--- src/rtl/hsv2rgb_pkg.sv ---
// shared widths, payload types and codes for the hsv to rgb pixel pipeline
// no dependencies; every other file depends on it
package hsv2rgb_pkg;

  localparam int unsigned HueW  = 16;
  localparam int unsigned SatW  = 16;
  localparam int unsigned ValW  = 16;
  localparam int unsigned ByteW = 8;
  localparam int unsigned NumCh = 3;

  // position t = 6*hue + one sector, wrapped to six sectors
  localparam int unsigned PosW  = HueW + 3;
  localparam int unsigned FracW = HueW;
  localparam int unsigned ChW   = FracW + 1;  // channel level 0..1.0 in q.16
  localparam int unsigned OthW  = FracW + 2;  // sum of channels, up to 2.0
  localparam int unsigned ProdW = SatW + OthW;
  localparam int unsigned QW    = ProdW + 1;  // signed blend before brightness
  localparam int unsigned MW    = QW + ValW;
  localparam int unsigned AccW  = MW + ByteW;
  localparam int unsigned SatFracW = 12;
  localparam int unsigned OutShift = 42;

  localparam logic [PosW-1:0] PosOneSector = PosW'(1) << FracW;
  localparam logic [PosW-1:0] PosTurn      = PosW'(6) << FracW;
  localparam logic [ChW-1:0]  ChOne        = ChW'(1) << FracW;
  localparam logic [ByteW-1:0] ByteMax     = '1;

  // index of each channel within the packed output
  localparam logic [1:0] ChRed = 2'd0;
  localparam logic [1:0] ChBlu = 2'd1;
  localparam logic [1:0] ChGrn = 2'd2;

  // sector: which channel is full and which one ramps
  typedef enum logic [2:0] {
    SecRedGrn = 3'd0,
    SecRedBlu = 3'd1,
    SecBluRed = 3'd2,
    SecBluGrn = 3'd3,
    SecGrnBlu = 3'd4,
    SecGrnRed = 3'd5
  } sector_e;

  typedef logic signed [QW-1:0] q_t;
  typedef logic signed [MW-1:0] m_t;

  typedef struct packed {
    logic [HueW-1:0]        hue;
    logic [SatW-1:0]        sat;
    logic signed [ValW-1:0] val;
  } pix_t;

  typedef struct packed {
    logic [NumCh-1:0][OthW-1:0] oth;   // sum of the other two channels
    logic [OthW-1:0]            psum;
    logic [SatW-1:0]            sat;
    logic signed [ValW-1:0]     val;
  } sect_t;

  typedef struct packed {
    q_t [NumCh-1:0]         q;
    logic signed [ValW-1:0] val;
  } blend_t;

  typedef struct packed {
    m_t [NumCh-1:0] m;
  } scaled_t;

  typedef struct packed {
    logic [NumCh-1:0][ByteW-1:0] b;
  } bytes_t;

endpackage

--- src/rtl/hsv2rgb_blend.sv ---
// stage 2: saturation blend, q = psum*4096 - sat*(sum of other channels)
// depends on hsv2rgb_pkg
module hsv2rgb_blend (
  input  logic                clk_i,
  input  logic                rst_ni,
  input  logic                valid_i,
  output logic                ready_o,
  input  hsv2rgb_pkg::sect_t  data_i,
  output logic                valid_o,
  input  logic                ready_i,
  output hsv2rgb_pkg::blend_t data_o
);
  import hsv2rgb_pkg::*;

  logic [NumCh-1:0][ProdW-1:0] prod;
  blend_t                      data_d, data_q;
  logic                        valid_q;

  always_comb begin
    for (int i = 0; i < NumCh; i++) begin
      prod[i]     = ProdW'(data_i.sat) * ProdW'(data_i.oth[i]);
      data_d.q[i] = q_t'((QW'(data_i.psum) << SatFracW) - QW'(prod[i]));
    end
    data_d.val = data_i.val;
  end

  assign ready_o = !valid_q || ready_i;

  always_ff @(posedge clk_i or negedge rst_ni) begin
    if (!rst_ni) begin
      valid_q <= 1'b0;
    end else if (ready_o) begin
      valid_q <= valid_i;
    end
  end

  always_ff @(posedge clk_i) begin
    if (ready_o && valid_i) begin
      data_q <= data_d;
    end
  end

  assign valid_o = valid_q;
  assign data_o  = data_q;

endmodule

--- config.mk ---
export PLATFORM = sky130hd
export DESIGN_NAME = hsv2rgb_blend
export DESIGN_NICKNAME = d
export VERILOG_FILES = /design/src/rtl/hsv2rgb_pkg.sv /design/src/rtl/hsv2rgb_blend.sv
export SDC_FILE = /design/constraint.sdc
export NUM_CORES = 2
export LEC_CHECK = 0
export ABC_AREA = 0
export ABC_CLOCK_PERIOD_IN_PS = 5350
export BUFFER_PORTS_ARGS = -buffer_cell sky130_fd_sc_hd__buf_2
export CAP_MARGIN = 15
export CORE_MARGIN = 1
export CORE_UTILIZATION = 50
export CTS_CLUSTER_SIZE = 30
export DETAILED_ROUTE_END_ITERATION = 10
export GPL_TIMING_DRIVEN = 0
export PLACE_DENSITY = 0.69
export SYNTH_ARGS = -nofsm -noshare
export SYNTH_HDL_FRONTEND = slang
export SYNTH_SLANG_ARGS = --single-unit
--- constraint.sdc ---
create_clock -name clk_i -period 5.35 [get_ports clk_i]
set_clock_uncertainty 0.05 [all_clocks]
set_input_delay 0 -clock clk_i [delete_from_list [all_inputs] [get_ports clk_i]]
set_output_delay 0 -clock clk_i [all_outputs]
set_load 0.01 [all_outputs]
=== Word level (Yosys, flattened, before mapping) ===
Index checks and enable logic that the tools add are counted.

* Memory bits (read-only): 0
* Bits in latches: 0
* Output and inout bits: 123
* Memories: 0
* Memory bits (writable): 0
* Logic and storage cells: 14
* Input bits: 108
* Register bits: 122

* Bitwise gates (word level): 0
* Div/mod/pow operators: 0
* Shift operators: 0
* Add/subtract/negate cells: 3
* Eq/ne operators: 0
* Reduce and logical (&&, ||, !) cells: 3
* $mul: 3
* Multiplexer cells: 0
* Order comparisons: 0

{| class="wikitable"
|+ Operator list
! cell !! number
|-
| $sub A30 B34 Y35 || 3
|-
| $mul A16 B18 Y34 || 3
|-
| $logic_and A1 B1 Y1 || 1
|-
| $logic_not A1 Y1 || 1
|-
| $logic_or A1 B1 Y1 || 1
|}

=== Logic depth before layout (Yosys ltp) ===
* Depth in word-level cells: 3
* Depth in mapped cells: 25
* Gate-level depth less buffers: 22

=== Worst setup path after synthesis ===
OpenSTA, ideal clock, no wires.

* Kind: in2reg
* Start: in data_i[20] in the netlist's numbering
* End: reg data_q, in the netlist data_o[83] (data pin)
* Arrival time: 5.603 ns
* Cell stages on the path: 22
* Setup slack: -0.565 ns
* Required time: 5.038 ns
* Library setup time: 0.262 ns
* Path buffers: 2
* Cell sequence: clkbuf_1 -> clkbuf_1 -> nand2_1 -> fa_1 -> inv_1 -> fa_1 -> fa_1 -> inv_1 -> fa_1 -> fa_1 -> inv_1 -> fa_1 -> inv_1 -> ha_1 -> a21oi_1 -> o21ai_0 -> a311o_1 -> a31o_2 -> a31o_2 -> a221oi_2 -> o21ai_1 -> xor2_1

{| class="wikitable"
|+ RTL lines
! element !! line !! source
|-
| start: declaration || hsv2rgb_blend.sv:8 || <nowiki>input hsv2rgb_pkg::sect_t data_i,</nowiki>
|-
| end signal: assignment || hsv2rgb_blend.sv:39 || <nowiki>data_q <= data_d;</nowiki>
|-
| end: declaration || hsv2rgb_blend.sv:16 || <nowiki>blend_t data_d, data_q;</nowiki>
|}

==> flow_metrics.py <==
metrics = {
    "outcome": {
        "outcome": "finished with violations",
        "failed_checks": "negative setup slack",
    },
    "logic_synthesis": {
        "synth_cell_types": 67,
        "synth_area_leader_cell": "fa_1",
        "synth.top_cell.area_share_pct": 42.0,
        "async_flop_share_pct": 0.820,
        "yosys_register_bits": 122,
        "synth.area.top_cells": "fa_1 42%, ha_1 12%, edfxtp_1 10%",
        "syn_nets": 4939,
        "synth_edf_count": 121,
        "synth_warnings": 0,
        "syn_area_mm2": 0.0349,
        "synthFlopType": "edfxtp_1",
        "synth.yosys.seq_area_share_pct": 10.5,
        "synth.avg_cell_area_um2": 9.28,
        "synth_cells": 3757,
    },
    "global_routing": {
        "grt_start_max_net_pins": 64,
        "grtUsageTotal_pct": 31.0,
        "grt_pass1_vias": 27800,
        "grt.overflow.total": 0,
        "grt_pass1_wl_um": 161000,
        "antenna_found_initial": 14,
    },
    "timing": {
        "fin_ws_ns": -0.0231,
        "max-slew-margin-rel_pct": 43.6,
        "maxSlewViolCount": 0,
        "rsz0062_at_grt": "yes",
        "hold_viol": 0,
        "min_period_ns": 5.37,
        "finalSetupViolCount": 1,
        "max_freq_mhz": 186,
        "tightest_slew_ns": 0.846,
        "min_period_over_period_pct": 100,
    },
    "setup_path": {
        "slowest_stage": "fa_1",
        "ff2ff_path_depth": 3,
        "end_kind": "register",
        "cpMostUsedCell": "fa_1",
        "rr_startpoint": "valid_o",
        "rrSetupSlack_ns": 3.33,
        "path_delay_family": "adder cells",
        "path_buf_inv": 5,
        "max_stage_delay_ns": 0.59,
        "crit_chain": "buf_2, clkbuf_8, nand2_1, fa_1, fa_1, fa_1, fa_1, fa_1, inv_1, fa_1, inv_2, ha_4, a21oi_2, a21boi_1, a311o_1, a31o_4, a31o_4, a221oi_4, buf_4, xnor2_2",
        "crit_fanout": 10,
        "path_class": "input port to register",
        "reg2reg_to": "data_o[48]",
        "crit_arrival_ns": 5.55,
        "critical_path_required_ns": 5.53,
        "setup.worst_path.start_class": "input port",
    },
    "floorplanning": {
        "start_util_pct": 50.6,
        "rows": 96,
        "ios": 231,
        "die_w_um": 266,
        "dieArea_mm2": 0.0708,
        "coreArea_mm2": 0.0688,
        "die_h_um": 266,
    },
    "placement": {
        "dp_hpwl_um": 85700,
        "gp_congestion": 0.962,
        "pre_cts_ws_ns": -1.36,
        "numPortBuffers": 217,
    },
    "min_path": {
        "hold_path.class": "input port to register",
        "whs_path_depth": 3,
        "hold_end": "data_o[51]",
        "hold_start": "data_i[68]",
    },
    "clock_network": {
        "cts_made_buffers": 17,
        "clock_path_buffers": 2,
        "htreeDepth": 4,
        "clk_latency_ns": 0.49,
        "path_clk_slew_ns": 0.07,
        "cts_tree": "yes",
        "cts.sinks": 122,
        "cts_root_buffer": "clkbuf_16",
    },
    "finish": {
        "final_cell_mix": "955 x inv_1, 709 x fa_1, 452 x nand2_1",
        "final_nets": 5269,
        "area_growth_syn_to_layout_pct": 19.1,
        "layout-drive-gt1-share_pct": 16.0,
        "layout_commonest_cell": "inv_1",
    },
    "job": {
        "maxCapViolCount": 0,
    },
    "route": {
        "avgViaCountPerCell": 5.42,
        "vias": 27300,
        "drt_drc_violations_left": 0,
        "wl_per_cell_um": 21.7,
        "drtIter0Drc": 1913,
        "ant_nets": 0,
        "drt-total-wl_um": 109000,
        "firstDrtPassIters": 6,
    },
}
## metal layers
metal	share of wire [%]	routed length, um	up-vias	GRT usage [%]
li1	-	-	11800	-
met1	38	41300	13800	40.0
met2	45	49300	1258	48.4
met3	11	12000	342	7.85
met4	5.9	6460	22	15.8
met5	0.16	173	-	0
## worst register-to-register path, stage by stage (launching register included)
cell      delay [ns]
dfrtp_1         0.38
nand2b_1        0.11
and2_4          0.69
buf_16          0.34
## cells in the mapped netlist (28+ instances only)
cell        n
clkbuf_1  160
fa_1      732
nor2_1     47
xnor2_1    63
inv_1     965
ha_1      342
and2_1    438
xor2_1     28
o21ai_0    35
a21o_1     57
nand2_1   471
edfxtp_1  121
a21oi_1    81
## registers in the layout, summed over array words and instances (netlist names)
name / cells
data_o: 121
valid_o: 1
## layout make-up
cell class                 count  area [um2]
inverter                     965        3620
sequential                   122        3660
multi-input combinational   2509       28000
timing repair buffer         322        2190
tap                          931        1160
clock buffer                  17         425
buffer                       150        2280
fill                        5990       27300
antenna                        6        15.0
clock inverter                15         174
## stage by stage
step                hold WS, ns  setup TNS (ns)  instances  area (um2)  utilization, %
global route             0.0438          -0.922       5032       41500            60.3
floorplan                -0.346          -0.382       3757       35700               -
detailed placement       -0.275          -56.38       4906       38000            55.2
global placement         -0.275          -54.46       4905       38000            55.2
finish                   0.0267         -0.0231       5037       41500            60.3
CTS                     0.00591               0       4956       40000            58.1
## worst max path at each step
stage,cells past startpoint,from,endpoint,slack (ns)
floorplan,22,data_i[22],data_o[115],-0.12
global placement,17,data_i[27],data_o[84],-1.38
detailed placement,17,data_i[27],data_o[84],-1.36
CTS,17,data_i[26],data_o[84],0.002
global route,21,data_i[25],data_o[79],-0.13
finish,20,data_i[73],data_o[79],-0.02
## repair_timing
action	in CTS	in global routing
endpoints found under the hold margin	18	0
resized for setup	277	252
setup buffers	5	67
hold buffers	20	0
cloned	0	12
setup endpoints to repair	53	40
pin swaps	13	79
## kinds of logic after synthesis
| group | Yosys count | synth area share [%] |
|---|---|---|
| adder cells (fa/ha/maj) | 1074 | 54.3 |
| AND/OR/NAND/NOR | 1055 | 15.1 |
| flip-flops | 122 | 10.5 |
| XOR/XNOR | 91 | 2.29 |
| buffers and inverters | 1126 | 12.1 |
| AO/OA/AOI/OAI | 289 | 5.62 |
Power is left out: the tool's default activity adds up to more than one toggle a clock period on the data nets, which glitch-free logic cannot reach.
