**src/rtl/hsv2rgb_pkg.sv**
```systemverilog
// shared widths, payload types and codes for the hsv to rgb pixel pipeline
// no dependencies; every other file depends on it
package hsv2rgb_pkg;

  localparam int unsigned HueW  = 16;
  localparam int unsigned SatW  = 16;
  localparam int unsigned ValW  = 16;
  localparam int unsigned ByteW = 8;
  localparam int unsigned NumCh = 3;

  // position t = 6*hue + one sector, wrapped to six sectors
  localparam int unsigned PosW  = HueW + 3;
  localparam int unsigned FracW = HueW;
  localparam int unsigned ChW   = FracW + 1;  // channel level 0..1.0 in q.16
  localparam int unsigned OthW  = FracW + 2;  // sum of channels, up to 2.0
  localparam int unsigned ProdW = SatW + OthW;
  localparam int unsigned QW    = ProdW + 1;  // signed blend before brightness
  localparam int unsigned MW    = QW + ValW;
  localparam int unsigned AccW  = MW + ByteW;
  localparam int unsigned SatFracW = 12;
  localparam int unsigned OutShift = 42;

  localparam logic [PosW-1:0] PosOneSector = PosW'(1) << FracW;
  localparam logic [PosW-1:0] PosTurn      = PosW'(6) << FracW;
  localparam logic [ChW-1:0]  ChOne        = ChW'(1) << FracW;
  localparam logic [ByteW-1:0] ByteMax     = '1;

  // index of each channel within the packed output
  localparam logic [1:0] ChRed = 2'd0;
  localparam logic [1:0] ChBlu = 2'd1;
  localparam logic [1:0] ChGrn = 2'd2;

  // sector: which channel is full and which one ramps
  typedef enum logic [2:0] {
    SecRedGrn = 3'd0,
    SecRedBlu = 3'd1,
    SecBluRed = 3'd2,
    SecBluGrn = 3'd3,
    SecGrnBlu = 3'd4,
    SecGrnRed = 3'd5
  } sector_e;

  typedef logic signed [QW-1:0] q_t;
  typedef logic signed [MW-1:0] m_t;

  typedef struct packed {
    logic [HueW-1:0]        hue;
    logic [SatW-1:0]        sat;
    logic signed [ValW-1:0] val;
  } pix_t;

  typedef struct packed {
    logic [NumCh-1:0][OthW-1:0] oth;   // sum of the other two channels
    logic [OthW-1:0]            psum;
    logic [SatW-1:0]            sat;
    logic signed [ValW-1:0]     val;
  } sect_t;

  typedef struct packed {
    q_t [NumCh-1:0]         q;
    logic signed [ValW-1:0] val;
  } blend_t;

  typedef struct packed {
    m_t [NumCh-1:0] m;
  } scaled_t;

  typedef struct packed {
    logic [NumCh-1:0][ByteW-1:0] b;
  } bytes_t;

endpackage

```
**src/rtl/hsv2rgb_scale.sv**
```systemverilog
// stage 3: signed multiply of each blended channel by brightness
// depends on hsv2rgb_pkg
module hsv2rgb_scale (
  input  logic                 clk_i,
  input  logic                 rst_ni,
  input  logic                 valid_i,
  output logic                 ready_o,
  input  hsv2rgb_pkg::blend_t  data_i,
  output logic                 valid_o,
  input  logic                 ready_i,
  output hsv2rgb_pkg::scaled_t data_o
);
  import hsv2rgb_pkg::*;

  scaled_t data_d, data_q;
  logic    valid_q;

  always_comb begin
    for (int i = 0; i < NumCh; i++) begin
      data_d.m[i] = MW'(data_i.q[i]) * MW'(data_i.val);
    end
  end

  assign ready_o = !valid_q || ready_i;

  always_ff @(posedge clk_i or negedge rst_ni) begin
    if (!rst_ni) begin
      valid_q <= 1'b0;
    end else if (ready_o) begin
      valid_q <= valid_i;
    end
  end

  always_ff @(posedge clk_i) begin
    if (ready_o && valid_i) begin
      data_q <= data_d;
    end
  end

  assign valid_o = valid_q;
  assign data_o  = data_q;

endmodule

```
**config.mk**
```make
export PLATFORM = sky130hd
export DESIGN_NAME = hsv2rgb_scale
export DESIGN_NICKNAME = d
export VERILOG_FILES = /design/src/rtl/hsv2rgb_pkg.sv /design/src/rtl/hsv2rgb_scale.sv
export SDC_FILE = /design/constraint.sdc
export NUM_CORES = 2
export LEC_CHECK = 0
export BUFFER_PORTS_ARGS = -buffer_cell sky130_fd_sc_hd__buf_4
export CELL_PAD_IN_SITES_DETAIL_PLACEMENT = 1
export CELL_PAD_IN_SITES_GLOBAL_PLACEMENT = 2
export CORE_ASPECT_RATIO = 2
export CORE_MARGIN = 2
export CORE_UTILIZATION = 42
export DETAILED_ROUTE_END_ITERATION = 12
export GPL_TIMING_DRIVEN = 0
export PLACE_DENSITY_LB_ADDON = 0.1
export SLEW_MARGIN = 15
export SYNTH_ARGS = -nofsm -noshare
export SYNTH_HDL_FRONTEND = slang
export SYNTH_SLANG_ARGS = --single-unit
```
**constraint.sdc**
```tcl
create_clock -name clk_i -period 5.6 [get_ports clk_i]
set_input_delay 0.28 -clock clk_i [delete_from_list [all_inputs] [get_ports clk_i]]
set_output_delay 0.28 -clock clk_i [all_outputs]
set_load 0.05 [all_outputs]
```
# == After elaboration in Yosys (flattened, before gate mapping) ==
# Cells that the tools add are included.
# Widths: inputs -> output; s select.
# word_totals
reg_bits,154
latch_bits,0
ramBits,0
romBits,0
input_bits,125
output_inout_bits,155
wordCells,10
mem_count,0
# op_classes
addsub,0
n_mul,3
n_div,0
n_lt_le_gt_ge,0
n_eq_ne,0
n_shift,0
mux,0
n_bitwise,0
n_reduce_logical,3
# ops
op,count
$mul 35x16->51,3
$logic_and 1x1->1,1
$logic_not 1->1,1
$logic_or 1x1->1,1

# == Longest topological paths before layout ==
# depth
depth_word,3
ltp_mapped,28
mapped_depth_nobuf,25

# == Worst setup path before layout ==
# Ideal clock, no wire load.
# synth_timing
path_kind,in2reg
from,input port data_i[7] (netlist name)
to,"register data_q (netlist bit data_o[95]), data pin"
setup_time_ns,0.266
arrival_time_ns,6.516
t_required_ns,5.334
slack_ns,-1.182
stages,25
n_path_buf,4
path_cell_list,clkbuf_1 > clkbuf_1 > clkbuf_1 > nand2_1 > fa_1 > inv_1 > fa_1 > fa_1 > fa_1 > fa_1 > inv_1 > fa_1 > inv_1 > ha_1 > buf_2 > and3_1 > a221oi_1 > o31ai_1 > a221oi_2 > o21ai_2 > a41o_1 > a221o_1 > a211oi_1 > nor3_1 > xor2_1
# synth_rtl
item,line_no,text
start: declaration,hsv2rgb_scale.sv:8,"input hsv2rgb_pkg::blend_t data_i,"
end signal: assignment,hsv2rgb_scale.sv:36,data_q <= data_d;
end: declaration,hsv2rgb_scale.sv:15,"scaled_t data_d, data_q;"

==> results by group <==
Synthesis
  – XOR/XNOR share of the synthesized area: 2.270%
  – Post-synthesis simple-gate area fraction: 15.17%
  – Net count after synthesis: 8,851
  – Synth Area in Compound Gates: 4.524%
  – Synth cell types: 72
  – Syn Area/Cell: about 9 µm²
  – Ys async rst share: less than 1%
  – Mapped Area: 62,510 µm²
  – Multiplexer share of the synthesized area: 0%
  – Synth Flop Type: edfxtp_1
  – Register bit total from synthesis: 154
  – Sequential fraction of the synthesis area: roughly 7.4%
  – Largest family of logic cells by synthesized area: adder cells
  – Post-synth EDFFs: 153
  – Fraction of the mapped netlist area in adder cells: 57.93%
  – Warnings, synthesis: 0
  – Cells after Synth: 6,782

Clocking
  – TritonCTS Buffers: 25
  – Clk buf depth: 3
  – Total clock sinks: 154
  – CTS tree: yes
  – CTS root buffer: clkbuf_16
  – Later-pin clock latency in the skew report: 0.60 ns
  – Worst-path clk slew: 0.07 ns
  – Depth of the CTS H-tree: 4

Min path
  – Hold_sp: data_i[51]
  – Hold Crit Class: in2reg
  – Worst hold stages: 2

Global route
  – Number of global-route vias before repair: 59,040
  – Grt ovf: 0
  – Largest net degree at the start of global routing: 57
  – Global-route wire length before repair: 393,400 µm
  – Total track usage: 36.89%
  – Antenna violations before repair: 53

Floorplan
  – Die ar.: around 150,000 µm²
  – Chip width: 276.8 µm
  – Row cnt: 200
  – Die Height: 549.6 µm
  – Starting Density: between 40% and 50%
  – Io pins: 280
  – Placeable Area: 148,100 µm²

STA
  – Final setup viols: 76
  – Setup_tns: -29.19 ns
  – Pins over their slew limit: 0
  – Worst Max-Slew Pin Slew: around 1.2 ns
  – Relative slew slack: between 15 and 20%
  – RSZ-0062 raised after global routing: yes
  – Final Cycle Share: 111.7%
  – Max Clock Skew: 0.02965 ns
  – Tmin final: about 6.3 ns
  – WHS: 0.1210 ns
  – Final WS setup: -0.6527 ns
  – Hold Fails Final Rpt: 0
  – Fmax: about 160 MHz

Setup path
  – WS Path Type: in2reg
  – Crit path launch type: primary input
  – Worst Reg-to-Reg Cells: 3
  – R2R Path Start: valid_o
  – Crit-path max FO: 8
  – Critical Path RT: 5.94 ns
  – Critical path arrival: 6.59 ns
  – Critical Path Source: data_i[1]
  – Critical path endpoint category: register

Routing
  – DR vias/cell: approximately 5.4
  – Routed wire length: 277,400 µm
  – Final antenna-violating net count: 0
  – Drt wl/cell: 29.61 µm
  – Detailed-router iteration count before antenna repair: 5
  – DR vias: 50,650
  – Starting DRC count in detailed routing: 2,486
  – Remaining DRCs: 0

Final layout
  – Fraction of layout cells with a size suffix above 1: around 20%
  – Fin nets: approximately 9,500
  – Area grow syn2layout: 22.82%
  – Post-Layout Cell Count: 9,367
  – Fillers: 16,590

Place
  – Gpl congestion: 1.024
  – Hpwl dp: 225,800 µm
  – Buffers on Ports: 264
  – Dpl cells: 8,968
  – Setup WS pre-CTS: -3.138 ns

Status
  – Status: finished, violations left
  – Failing checks: setup timing

Run
  – Max-cap violations: 0
[repair_timing]
| action | CTS | global route |
|---|---|---|
| setup buffers | 163 | 172 |
| cloned | 7 | 7 |
| pin swaps | 171 | 316 |
| hold buffers | 4 | 0 |
| endpoints found under the hold margin | 2 | 0 |
| endpoints found under the setup margin | 104 | 89 |
| resized for setup | 734 | 494 |
[worst max-delay path, cell delays in order]
cell	delay, ns
clkbuf_16	0.16
clkbuf_16	0.19
buf_12	0.14
buf_12	0.14
buf_6	0.12
nand2_2	0.05
fa_1	0.45
fa_1	0.53
fa_2	0.55
inv_2	0.05
fa_2	0.60
fa_2	0.62
inv_2	0.04
fa_1	0.53
inv_2	0.05
ha_4	0.16
a21o_1	0.17
a21o_1	0.19
a21oi_2	0.19
o21ai_1	0.12
a221o_1	0.36
a21oi_2	0.19
o31ai_4	0.12
buf_6	0.14
a31oi_4	0.19
o21ai_2	0.07
xor2_1	0.16
[kinds of logic after synthesis]
family / Yosys count
compound gates: 433
buf+inv: 2115
xor+xnor: 162
fa+ha+maj: 1944
simple gates: 1974
flops: 154
[through the flow]
step                      utilization, %  cell area, µm²
final                              51.83           76780
after global routing               51.77           76690
after CTS                          49.83           73820
after floorplan                        -           64030
after global placement             46.18           68410
after detailed placement           46.26           68520
[sequential cells by signal, summed over array words and instances, names as in the netlist]
register,cells
valid_o,1
data_o,153
[cell usage in the layout, fill, tap and decap left out, types with 41 or more instances in the layout]
cell type	synthesis	routed
clkbuf_4	0	64
ha_1	360	286
ha_4	0	55
nand2_2	0	49
a21oi_1	142	85
buf_6	0	88
nor2_1	155	119
and2_1	676	660
buf_4	1	484
xor2_1	53	52
a21o_1	77	72
a21oi_2	1	41
fa_1	1584	1468
edfxtp_1	153	153
inv_2	1	67
diode_2	0	44
clkbuf_16	0	100
inv_1	1797	1726
buf_12	0	44
fa_2	0	116
nand2_1	982	917
clkbuf_2	0	48
xnor2_1	109	104
[path summary, 6_finish.rpt]
check                              end  slack, ns
hold reg to reg            data_o[116]       1.13
max in group asynchronous      valid_o       4.98
setup reg to reg           data_o[138]       3.57
setup / recovery           data_o[151]      -0.65
min in group asynchronous      valid_o       0.51
hold / removal              data_o[51]       0.12
[routing by layer]
layer  vias to the layer above  GRT usage [%]  routed length, µm
li1                      20840              -                  -
met1                     26770          33.31              82020
met2                      1983          68.06             148200
met3                      1037          7.775              16280
met4                        24          34.25              30760
met5                         -              0                147
[final cells by class]
class                   count  area [µm²]  share of cell area [%]
flip-flops and latches    154        4619                   6.017
multi-input cells        4513       52870                   68.86
clock buffers              28       646.9                  0.8425
plain buffers             300        3811                   4.964
well taps                1919        2401                   3.127
clock inverters             3       16.27                 0.02119
inverters                1798        6770                   8.818
diodes                     44       110.1                  0.1434
repair buffers            608        5535                   7.210
[cell usage after synthesis (17+ instances only)]
| cell | number | area [µm²] |
|---|---|---|
| a21o_1 | 77 | 578.1 |
| a21oi_1 | 142 | 710.7 |
| and2_1 | 676 | 4229 |
| and3_1 | 23 | 143.9 |
| clkbuf_1 | 313 | 1175 |
| edfxtp_1 | 153 | 4594 |
| fa_1 | 1584 | 31710 |
| ha_1 | 360 | 4504 |
| inv_1 | 1797 | 6745 |
| nand2_1 | 982 | 3686 |
| nand2b_1 | 37 | 231.5 |
| nand3_1 | 33 | 165.2 |
| nor2_1 | 155 | 581.8 |
| nor2b_1 | 17 | 106.4 |
| o21ai_0 | 45 | 225.2 |
| o21ai_1 | 28 | 140.1 |
| o21bai_1 | 24 | 180.2 |
| xnor2_1 | 109 | 954.7 |
| xor2_1 | 53 | 464.2 |
Power is left out: the tool's default activity adds up to more than one toggle a clock period on the data nets, which glitch-free logic cannot reach.
