===== src/rtl/hsv2rgb_pkg.sv =====
// shared widths, payload types and codes for the hsv to rgb pixel pipeline
// no dependencies; every other file depends on it
package hsv2rgb_pkg;

  localparam int unsigned HueW  = 16;
  localparam int unsigned SatW  = 16;
  localparam int unsigned ValW  = 16;
  localparam int unsigned ByteW = 8;
  localparam int unsigned NumCh = 3;

  // position t = 6*hue + one sector, wrapped to six sectors
  localparam int unsigned PosW  = HueW + 3;
  localparam int unsigned FracW = HueW;
  localparam int unsigned ChW   = FracW + 1;  // channel level 0..1.0 in q.16
  localparam int unsigned OthW  = FracW + 2;  // sum of channels, up to 2.0
  localparam int unsigned ProdW = SatW + OthW;
  localparam int unsigned QW    = ProdW + 1;  // signed blend before brightness
  localparam int unsigned MW    = QW + ValW;
  localparam int unsigned AccW  = MW + ByteW;
  localparam int unsigned SatFracW = 12;
  localparam int unsigned OutShift = 42;

  localparam logic [PosW-1:0] PosOneSector = PosW'(1) << FracW;
  localparam logic [PosW-1:0] PosTurn      = PosW'(6) << FracW;
  localparam logic [ChW-1:0]  ChOne        = ChW'(1) << FracW;
  localparam logic [ByteW-1:0] ByteMax     = '1;

  // index of each channel within the packed output
  localparam logic [1:0] ChRed = 2'd0;
  localparam logic [1:0] ChBlu = 2'd1;
  localparam logic [1:0] ChGrn = 2'd2;

  // sector: which channel is full and which one ramps
  typedef enum logic [2:0] {
    SecRedGrn = 3'd0,
    SecRedBlu = 3'd1,
    SecBluRed = 3'd2,
    SecBluGrn = 3'd3,
    SecGrnBlu = 3'd4,
    SecGrnRed = 3'd5
  } sector_e;

  typedef logic signed [QW-1:0] q_t;
  typedef logic signed [MW-1:0] m_t;

  typedef struct packed {
    logic [HueW-1:0]        hue;
    logic [SatW-1:0]        sat;
    logic signed [ValW-1:0] val;
  } pix_t;

  typedef struct packed {
    logic [NumCh-1:0][OthW-1:0] oth;   // sum of the other two channels
    logic [OthW-1:0]            psum;
    logic [SatW-1:0]            sat;
    logic signed [ValW-1:0]     val;
  } sect_t;

  typedef struct packed {
    q_t [NumCh-1:0]         q;
    logic signed [ValW-1:0] val;
  } blend_t;

  typedef struct packed {
    m_t [NumCh-1:0] m;
  } scaled_t;

  typedef struct packed {
    logic [NumCh-1:0][ByteW-1:0] b;
  } bytes_t;

endpackage


===== src/rtl/hsv2rgb_clamp.sv =====
// stage 4: times 255, truncate toward zero, clamp to a byte; output register
// depends on hsv2rgb_pkg
module hsv2rgb_clamp (
  input  logic                 clk_i,
  input  logic                 rst_ni,
  input  logic                 valid_i,
  output logic                 ready_o,
  input  hsv2rgb_pkg::scaled_t data_i,
  output logic                 valid_o,
  input  logic                 ready_i,
  output hsv2rgb_pkg::bytes_t  data_o
);
  import hsv2rgb_pkg::*;

  logic signed [NumCh-1:0][AccW-1:0] acc;
  bytes_t                            data_d, data_q;
  logic                              valid_q;

  always_comb begin
    for (int i = 0; i < NumCh; i++) begin
      // 255*m as a shift and subtract
      acc[i] = (AccW'(data_i.m[i]) <<< ByteW) - AccW'(data_i.m[i]);
      priority if (acc[i][AccW-1] || (acc[i] == '0)) begin
        data_d.b[i] = '0;
      end else if (|acc[i][AccW-2:OutShift+ByteW]) begin
        data_d.b[i] = ByteMax;
      end else begin
        data_d.b[i] = acc[i][OutShift+ByteW-1:OutShift];
      end
    end
  end

  assign ready_o = !valid_q || ready_i;

  always_ff @(posedge clk_i or negedge rst_ni) begin
    if (!rst_ni) begin
      valid_q <= 1'b0;
    end else if (ready_o) begin
      valid_q <= valid_i;
    end
  end

  always_ff @(posedge clk_i) begin
    if (ready_o && valid_i) begin
      data_q <= data_d;
    end
  end

  assign valid_o = valid_q;
  assign data_o  = data_q;

endmodule


===== config.mk =====
export PLATFORM = sky130hd
export DESIGN_NAME = hsv2rgb_clamp
export DESIGN_NICKNAME = d
export VERILOG_FILES = /design/src/rtl/hsv2rgb_pkg.sv /design/src/rtl/hsv2rgb_clamp.sv
export SDC_FILE = /design/constraint.sdc
export NUM_CORES = 1
export LEC_CHECK = 0
export BUFFER_PORTS_ARGS = -buffer_cell sky130_fd_sc_hd__buf_2
export CORE_ASPECT_RATIO = 0.9
export CORE_UTILIZATION = 40
export CTS_BUF_LIST = sky130_fd_sc_hd__clkbuf_8 sky130_fd_sc_hd__clkbuf_16
export CTS_CLUSTER_DIAMETER = 120
export DETAILED_ROUTE_END_ITERATION = 8
export GPL_TIMING_DRIVEN = 0
export PLACE_DENSITY_LB_ADDON = 0.25
export SETUP_SLACK_MARGIN = 0.5
export SLEW_MARGIN = 20
export SYNTH_ARGS = -nofsm -noshare
export SYNTH_HDL_FRONTEND = slang
export SYNTH_SLANG_ARGS = --single-unit

===== constraint.sdc =====
create_clock -name clk_i -period 2.17 [get_ports clk_i]
set_clock_uncertainty 0.05 [all_clocks]
set_input_delay 0.434 -clock clk_i [delete_from_list [all_inputs] [get_ports clk_i]]
set_output_delay 0.434 -clock clk_i [all_outputs]
set_load 0.05 [all_outputs]

# After elaboration in Yosys (flattened, before gate mapping)
# Cells that the tools add are included.
[op_classes] add_sub_neg=3 mux=3 reduce_logical=12
[ops] op="59-bit logical NOT" count=3
[ops] op="59-bit by 51-bit subtractor with 59-bit output" count=3
[ops] op="8-bit two-way mux" count=3
[ops] op="8-bit OR reduction" count=3
[ops] op="1-bit logical OR" count=4
[ops] op="1-bit logical AND" count=1
[ops] op="1-bit logical NOT" count=1
[totals] reg_bits=25 input_bits=157 out_inout_bits=26

# Logic depth before layout (Yosys ltp)
[depth] word_depth=3 mapped_depth=13 ltp_nobuf=12

# Least setup slack after synthesis
# Ideal clock, no wire load.
[synth_path] path_type="input port to flip-flop" start="input port data_i[113] (netlist bit)" end="register data_q, in the netlist data_o[16] (data pin)" setup_slack_ps=-1135 cell_stages=12 t_required_ps=1841 arrival_ps=2976 cell_sequence="inv_1 -> ha_1 -> nand2_1 -> or3_1 -> a211o_1 -> a31oi_1 -> nor4b_1 -> nor2_1 -> xor2_1 -> or4_4 -> nor4b_4 -> a21oi_1"
[synth_via] elab_chain_cells=3 elab_cells_between_ends=5 cone_classes="add/sub: 1; mux: 1; reduce/logical: 3"
[synth_lines] element="from (decl)" line="hsv2rgb_clamp.sv:8" source="input hsv2rgb_pkg::scaled_t data_i,"
[synth_lines] element="59-bit by 51-bit subtractor with 59-bit output (*)" line="hsv2rgb_clamp.sv:22" source="acc[i] = (AccW'(data_i.m[i]) <<< ByteW) - AccW'(data_i.m[i]);"
[synth_lines] element="59-bit logical NOT / 8-bit OR reduction (equally long branches)" line="hsv2rgb_clamp.sv:23, hsv2rgb_clamp.sv:25"
[synth_lines] element="1-bit logical OR / 8-bit two-way mux (equally long branches)" line="hsv2rgb_clamp.sv:23, hsv2rgb_clamp.sv:25"
[synth_lines] element="to (signal assigned)" line="hsv2rgb_clamp.sv:45" source="data_q <= data_d;"
[synth_lines] element="to (decl)" line="hsv2rgb_clamp.sv:16" source="bytes_t data_d, data_q;"
# Mark *: on every way between the ends. The rest lies on a longest branch, timed or not.
# A chain may end at the register's enable or synchronous reset.

# Worst setup path after layout
[layout_path] start="input port data_i[68] (netlist bit)" end="register data_q, in the netlist data_o[14] (data pin)"
# The elaborated chain is that of the path after synthesis.

==> results.cfg <==
[worst_setup_path]
arrival_ps = 3200
critPathKind = in2reg
start_kind = input port
crit_required_ps = 2120
end_kind = register
critical_path.max_fanout = 8

[clock_tree]
clkLatencyLatePin_ps = 260
cts_buffers = 3
cts_root_buffer = clkbuf_16
h-tree-depth = 1
cts.sinks = 25
path_clk_slew_ps = 70
clock_path_buffers = 2
tritoncts = built

[synthesis]
synthFlopType = edfxtp_1
synth.area.top_cells = ha_1 (22%), a21oi_1 (11%), edfxtp_1 (8.3%)
syn_nets = 1578
ys_ff_latch = 25
synth_edf_count = 24
netlist.area_leader.share = 0.216
synth_area_per_cell_um2 = 6.85
ys_types = 84
netlist_area_um2 = 8710
synth-async-reset-ratio = 0.0400
synth_seq_area_share = 0.0856
synth_top_area_cell = ha_1
yosys_warnings = 0
synthCells = 1271

[power_and_ir_drop]
p_per_area_nw_per_um2 = 351
p_leak_nw = 5.34
vdd_drop_max_uv = 289
power_mw = 4.21

[die]
initial_core_util = 0.413
die_x_um = 158
fp.coreArea_um2 = 21100
rows = 50
fp.dieH_um = 142
io_pins = 183
dieArea_um2 = 22400

[grt]
overflow = 0
grt_usage = 0.249
met2_usage = 0.418
use_met1 = 0.348
grt_pass1_vias = 9447
grt_max_degree = 25
grt-busiest-layer = met2
grt_antenna_before_repair = 3
grt_pass1_wl_um = 45900
met3_usage = 0.0201

[final_layout]
synthToLayoutAreaGrowth_pct = 37.7
multi_input_area_um2 = 8480
fin_util = 0.569
final_cells = 1797
seqCellArea_um2 = 746
fillerInstances = 1995
drive_gt1_frac = 0.298
final_net_count = 1817
fin_area_um2 = 12000

[detailed_routing]
drtPass1Iterations = 5
drc_errors = 0
ant_nets = 0
routed_wl_um = 30000
drtIter0Drc = 603
via_count = 10500
avgRoutedWirePerCell_um = 16.7
vias_per_cell = 5.86

[status]
failed_checks = negative setup slack
status = complete, but fails checks

[sta]
maxSlewHeadroom = 0.550
worstMarginPinSlew_ps = 666
fin_crit_ps = 3240
setup_viol = 24
fmax_mhz = 308
hold_ws_ps = 324
hold_viol_final = 0
finalMaxSlewViolations = 0
worst_slack_ps = -1070
setup-tns-final_ps = -24880
finalCritPeriodShare = 1.49
rsz0062_at_grt = yes

[placed_design]
post-place-cells = 1739
gp_congestion = 0.915
pre_cts_slack_ps = -1860
hpwl_um = 24200
placed_area_um2 = 10400
portBuffers = 182

[worst_hold_path]
hold_path.class = in2reg

[run]
maxCapViolCount = 0
-- kinds of logic after synthesis --
kind of cell	Yosys count	synth area share
compound gates	472	0.339
xor+xnor	36	0.0362
fa+ha+maj	150	0.216
buf+inv	182	0.0798
flops	25	0.0856
mux	3	0.00374
simple gates	403	0.241
-- worst paths after layout --
path	from	to	slack [ps]	cells past startpoint
min reg2reg	valid_o	valid_o	480	2
min	valid_i	valid_o	320	2
max in group asynchronous	rst_ni	valid_o	1540	2
max	data_i[68]	data_o[14]	-1070	15
min in group asynchronous	rst_ni	valid_o	450	2
max reg2reg	valid_o	data_o[0]	960	2
-- flip-flops by register name, summed over array words and instances, names as in the netlist --
name / flops
data_o: 24
valid_o: 1
-- layer usage --
metal	wire length, um	part of all wire	up-vias
li1	-	-	5243
met1	13800	0.46	4869
met2	13900	0.46	367
met3	1740	0.058	51
met4	607	0.020	2
met5	8	0.00027	-
-- repair_timing --
item,4_1_cts,5_1_grt
setup endpoints to repair,24,24
resized for setup,132,130
pin swaps,50,85
hold buffers,1,0
setup buffers,27,24
endpoints found under the hold margin,1,0
cloned,0,0
-- placed cells by master, fill, tap and decap left out, types with 6 or more instances in the layout --
cell,n
nand3_1,31
o21ai_0,61
o21ai_1,13
and3_1,10
ha_2,8
buf_6,27
inv_1,145
nor2_1,64
nand4_1,54
a211oi_1,8
o21ai_2,6
xnor2_1,17
buf_4,48
nor4_4,8
o21a_1,19
a21oi_1,150
xor2_1,17
o21bai_1,22
edfxtp_1,24
a21o_1,35
a21oi_2,35
clkbuf_2,8
o31ai_1,8
o211ai_1,19
and4_1,6
or3_1,7
nor2b_1,9
ha_4,38
inv_2,9
a221oi_2,6
nor3_1,19
a31oi_1,13
buf_2,156
ha_1,104
or4_1,6
a211oi_2,6
inv_4,6
nand2_1,131
-- power breakdown --
part	internal [mW]	switching (mW)	total (mW)
Combinational	1.31	1.88	3.19
Clock	0.251	0.178	0.428
Sequential	0.585	0.0107	0.595
-- worst max-delay path, stage by stage --
cell	delay [ps]
buf_2	130
ha_4	290
nand4_1	130
buf_4	180
nor4_4	270
a221oi_2	110
a2111oi_2	320
buf_4	220
nor2_4	50
o21ai_2	150
mux2i_1	200
nand4_1	180
nor4_4	290
buf_6	170
a21oi_1	70
-- layout make-up --
| class | instances | share of cell area |
|---|---|---|
| Timing Repair Buffer | 234 | 0.129 |
| Inverter | 166 | 0.0571 |
| Tap cell | 286 | 0.0298 |
| Sequential cell | 25 | 0.0622 |
| Buffer | 16 | 0.00793 |
| Clock buffer | 3 | 0.00626 |
| Antenna cell | 2 | 0.000417 |
| Multi-Input combinational cell | 1064 | 0.707 |
| Clock inverter | 1 | 0.000626 |
-- Yosys cell counts (3+ instances only) --
cell,number
a21oi_1,187
inv_1,166
ha_1,150
nand2_1,134
o21ai_0,68
nor2_1,66
nand4_1,54
a21o_1,35
nand3_1,32
nor3_1,25
edfxtp_1,24
o21bai_1,23
o211ai_1,19
o21a_1,19
xnor2_1,18
xor2_1,18
a31oi_1,17
a211oi_1,14
clkbuf_1,13
o21ai_1,13
and3_1,12
nor4_1,12
nor2b_1,9
o31ai_1,9
a221oi_1,8
and4_1,7
or3_1,7
or4_1,7
and2_1,6
a2111oi_0,5
nand2b_1,5
o22ai_1,5
a211o_1,4
a21boi_0,4
nor3b_1,4
o221ai_1,4
a21boi_1,3
a311o_1,3
buf_4,3
Note: power is estimated with default switching activity, not from simulation.
